==> config.mk <==
export PLATFORM = sky130hd
export DESIGN_NAME = tfs_cell
export DESIGN_NICKNAME = d
export VERILOG_FILES = /design/src/hdl/tfs_pkg.sv /design/src/hdl/tfs_cell.sv
export SDC_FILE = /design/constraint.sdc
export NUM_CORES = 1
export LEC_CHECK = 0
export ABC_AREA = 0
export BUFFER_PORTS_ARGS = -buffer_cell sky130_fd_sc_hd__buf_4
export CELL_PAD_IN_SITES_DETAIL_PLACEMENT = 1
export CELL_PAD_IN_SITES_GLOBAL_PLACEMENT = 1
export CORE_AREA = 2 2 165 167
export CTS_BUF_LIST = sky130_fd_sc_hd__clkbuf_4
export DETAILED_ROUTE_END_ITERATION = 10
export DIE_AREA = 0 0 167 169
export GPL_TIMING_DRIVEN = 0
export PLACE_DENSITY_LB_ADDON = 0.1
export SYNTH_ARGS = -nofsm -noshare
export SYNTH_HDL_FRONTEND = slang
export SYNTH_SLANG_ARGS = --single-unit
==> constraint.sdc <==
create_clock -name clk -period 10.43 [get_ports clk]
set_clock_uncertainty 0.2 [all_clocks]
set_input_delay 2.086 -clock clk [delete_from_list [all_inputs] [get_ports clk]]
set_output_delay 2.086 -clock clk [all_outputs]
set_load 0.05 [all_outputs]
==> src/hdl/tfs_pkg.sv <==
package tfs_pkg;

	localparam int DEPTH_DEF = 256;
	localparam int RANK_W    = 8;
	localparam int HELD_W    = 9;
	// ranks reachable by a read transaction
	localparam int READ_SPAN = 2 ** RANK_W;

	localparam logic ACT_OFFER = 1'b0;
	localparam logic ACT_READ  = 1'b1;

	typedef struct packed {
		logic [31:0] dst_addr;
		logic [7:0]  protocol;
		logic [31:0] pkt_count;
		logic [31:0] byte_count;
	} rec_t;

	// hand-off from one list cell to its right neighbor
	typedef struct packed {
		logic take;
		rec_t rec;
	} link_t;

	// read token walking the row
	typedef struct packed {
		logic              vld;
		logic [RANK_W-1:0] cnt;
	} rd_tok_t;

	typedef struct packed {
		logic              valid_res;
		rec_t              rec;
		logic [HELD_W-1:0] held;
	} res_t;

endpackage

==> src/hdl/tfs_cell.sv <==
module tfs_cell #(
	parameter int DEPTH = tfs_pkg::DEPTH_DEF,
	parameter int IDX = 0,
	localparam int HW = $clog2(DEPTH + 1)
) (
	input  logic            clk,
	input  logic            upd,
	input  tfs_pkg::rec_t   new_rec,
	input  logic [HW-1:0]   fill,
	input  tfs_pkg::link_t  left,
	output tfs_pkg::link_t  right,
	output tfs_pkg::rec_t   rec
);
	import tfs_pkg::*;

	localparam logic [HW-1:0] IDX_V = HW'(IDX);

	rec_t rec_q;
	logic take;

	// empty slot, or strictly smaller count than the offered record
	assign take = (fill <= IDX_V) || (new_rec.pkt_count > rec_q.pkt_count);

	always_ff @(posedge clk) begin
		if (upd) begin
			if (left.take) begin
				rec_q <= left.rec;
			end else if (take) begin
				rec_q <= new_rec;
			end
		end
	end

	assign right = '{take: take, rec: rec_q};
	assign rec   = rec_q;

endmodule

==> impl_summary.md <==
Final layout
The number of nets in the finished design is 1,141. Counting the fill cells in the layout gives 2,994. Measured on the finished design, the core utilization comes to 0.374. The post-route cell area is 9920 um^2. The layout overhead on the synthesized area is 63.9%. Of the cells placed in the final design, the portion with a size suffix greater than 1 is 0.756. Registers take 3120 um^2. The multi-input combinational cells in the finished layout cover a total of 1960 um^2. The flip-flop count of the largest register after layout is 104.

Routing
The residual antenna-violating net count after detailed routing is 0. The number of remaining DRC errors is 0. The DRC marker count from the first detailed-route iteration is 187.

Dividing the detail-routed via count by the number of cells gives 4.00. The total via count in the routed design is 4,949. The first detailed-routing pass took 4 iterations.

In the final routed layout, each cell accounts on average for 18.1 um. For this block, the routed nets add up to 22,400 um of wire.

Floorplan
The count of boundary I/O pins is 429. The floorplan step defined a core boundary enclosing 26,500 um^2. The horizontal die dimension is 167 um. The number of placement rows is 60. The floorplan die area is 28,200 um^2.

In this run the vertical extent of the chip is 169 um. The initial core utilization is 0.228.

Place
The routability congestion estimate from global placement is 0.741. During placement, the flow inserted port buffers numbering 427. Summing all placed instances gives a cell area of 9770 um^2. The detailed-placement wirelength estimate is 18,600 um.

Critical path
In this run the worst path has a maximum fanout of 3. Tracing the worst setup path back leads to its startpoint at new_rec[55]. The data arrival time of the critical path is 3870 ps. The critical path ends at right[104]. The worst register-to-register path begins at rec[53]. The worst setup path is captured at a primary output. The path depth of the worst reg2reg path is 8. The worst setup path is of the in2out kind. The kind of start point of the critical path is an input pin. The worst register-to-register path ends at rec[20].

The worst reg-to-reg setup slack is 7180 ps. For the worst setup path, the data required time is 8140 ps.

Outcome
The flow ran to the end, and the final reports show no timing, DRC or antenna violations.

Synthesis
Sorting the synthesized cells by area gives the leading types as edfxtp_1, mux2_2, buf_4. The mapped netlist covers 6050 um^2. The cell count after synthesis is 447.

In the synthesized netlist, the cells that appear most often are buf_4, edfxtp_1, mux2_2, ha_1, inv_1. The net count after synthesis is 699. The leading area contributor after synthesis is edfxtp_1. The proportion of synthesized flip-flops having asynchronous set or reset is 0. The netlist uses 27 different library cells.

The total of warnings raised by yosys is 0. The number of synthesized register bits is 104. The most common cell in the synthesized netlist is buf_4.

The share of synthesized area in the top cell type comes to 0.516. The number of flops mapped to enable cells by yosys is 104. Each instance of the synthesized netlist takes up on average 13.5 um^2.

The most used flip-flop cell after synthesis is edfxtp_1. For this run, the register share of the synthesized area comes to 0.516.

GRT
The first global-routing pass estimated 32,200 um of wire. The via count of the first global-routing pass came to 5,191. The number of antenna violations at the first check in global routing is 1. The pin count of the biggest net entering global routing is 27. The remaining global-route overflow is 0. The global router's overall resource usage is 0.152.

Timing
The transition at the pin with the smallest max-transition slack is 639 ps. Setup violations remaining at the end of the flow were counted as 0. The count of final max-slew check failures is 0.

The worst max-slew margin expressed relative to the limit is 0.573. The clock period minus worst slack is 6160 ps. Static timing analysis puts the maximum clock frequency at 162 MHz. The final hold violation count is 0. Setup repair after global routing left no endpoint under its margin. The final period utilization is 0.590.

Clock network
The CTS buffer count is 9. The setup fix buffers added after clock tree synthesis is 0. The CTS clock-pin slew for the worst setup and hold paths is 190 ps. The clock tree buffer depth is 2. The number of sinks on the clock net is 104. The TritonCTS clock tree is built. The number of gates resized after CTS was 0.

The clock latency at the later pin of the worst-skew pair is 480 ps. The library cell used as clock root buffer is clkbuf_4. The number of buffers inserted for hold repair after clock tree synthesis is 0. The H-tree was split into 3 levels.

Power
The worst supply voltage drop on vdd is 0.0479 mV. Dividing total power by cell area gives a power density of 129 nW/um^2. The analysis attributes to cell leakage a power of 0.00465 uW.

Job
Max-cap violations in this run came to 0.

Min path
The type of the most critical hold path is reg2reg.
## logic make-up after synthesis
family / count (synthesis) / synth area share
AO/OA/AOI/OAI: 29 / 0.0323
adder cells (fa/ha/maj): 32 / 0.0662
flip-flops: 104 / 0.516
buffers and inverters: 149 / 0.161
AND/OR/NAND/NOR: 30 / 0.0323
multiplexers: 103 / 0.192
## per-layer routing
metal | vias to the layer above | GRT usage | part of all wire
met2 | 197 | 0.279 | 0.54
met3 | 16 | 0.0367 | 0.064
met4 | 0 | 0.0439 | 0.014
met1 | 2342 | 0.175 | 0.39
met5 | - | 0 | 0
li1 | 2394 | - | -
## cell type report
class,count,area share
Clock inverter,6,0.00656
Antenna cell,1,0.000252
Multi-Input combinational cell,194,0.198
Clock buffer,10,0.00757
Timing Repair Buffer,431,0.331
Tap cell,341,0.0430
Sequential cell,104,0.315
Buffer,117,0.0863
Inverter,32,0.0121
## how the worst min path moves through the flow
stage                         end  slack (ps)  cells after the start     start
after CTS                 rec[46]        1230                      6   rec[48]
after floorplan           rec[32]        2080                      2  left[32]
after global placement    rec[32]        2170                      3  left[32]
after detailed placement  rec[46]        1190                      6   rec[48]
after global routing      rec[46]        1280                      6   rec[48]
final                     rec[46]        1190                      6   rec[48]
## critical path, stage by stage
cell and delay (ps):
buf_4 110, ha_1 310, nand4_1 160, nor4_2 500
o41ai_2 220, a21oi_1 160, buf_4 110, buf_4 190
## report_power, final
| group | switching, uW | total, uW | internal [uW] |
|---|---|---|---|
| logic | 311 | 519 | 209 |
| registers | 22.4 | 525 | 503 |
| clock network | 158 | 235 | 76.9 |
| total | 491 | 1280 | 788 |
## per-stage QoR
stage	hold WS [ps]	cells	power, uW	TNS (ps)	setup WS (ps)
4_1_cts	1230	1235	1300	0	4190
6_report	1190	1236	1280	0	4270
2_1_floorplan	2080	447	869	0	1590
5_1_grt	1280	1236	1340	0	4060
3_5_place_dp	1190	1219	1060	0	4190
3_3_place_gp	2170	1215	1060	-245800	-2370
## cells in the final DEF, fill, tap and decap left out, drive strengths merged, types with 2 or more instances in the layout
master / instances
buf: 548
edfxtp: 104
mux2: 103
inv: 34
ha: 32
a21oi: 15
clkbuf: 10
nand2: 8
nand4: 8
nor4: 5
o21ai: 4
nand3: 3
nor2: 3
a21o: 2
nor3: 2
clkinv: 2
Power figures use the tool's default switching activity.
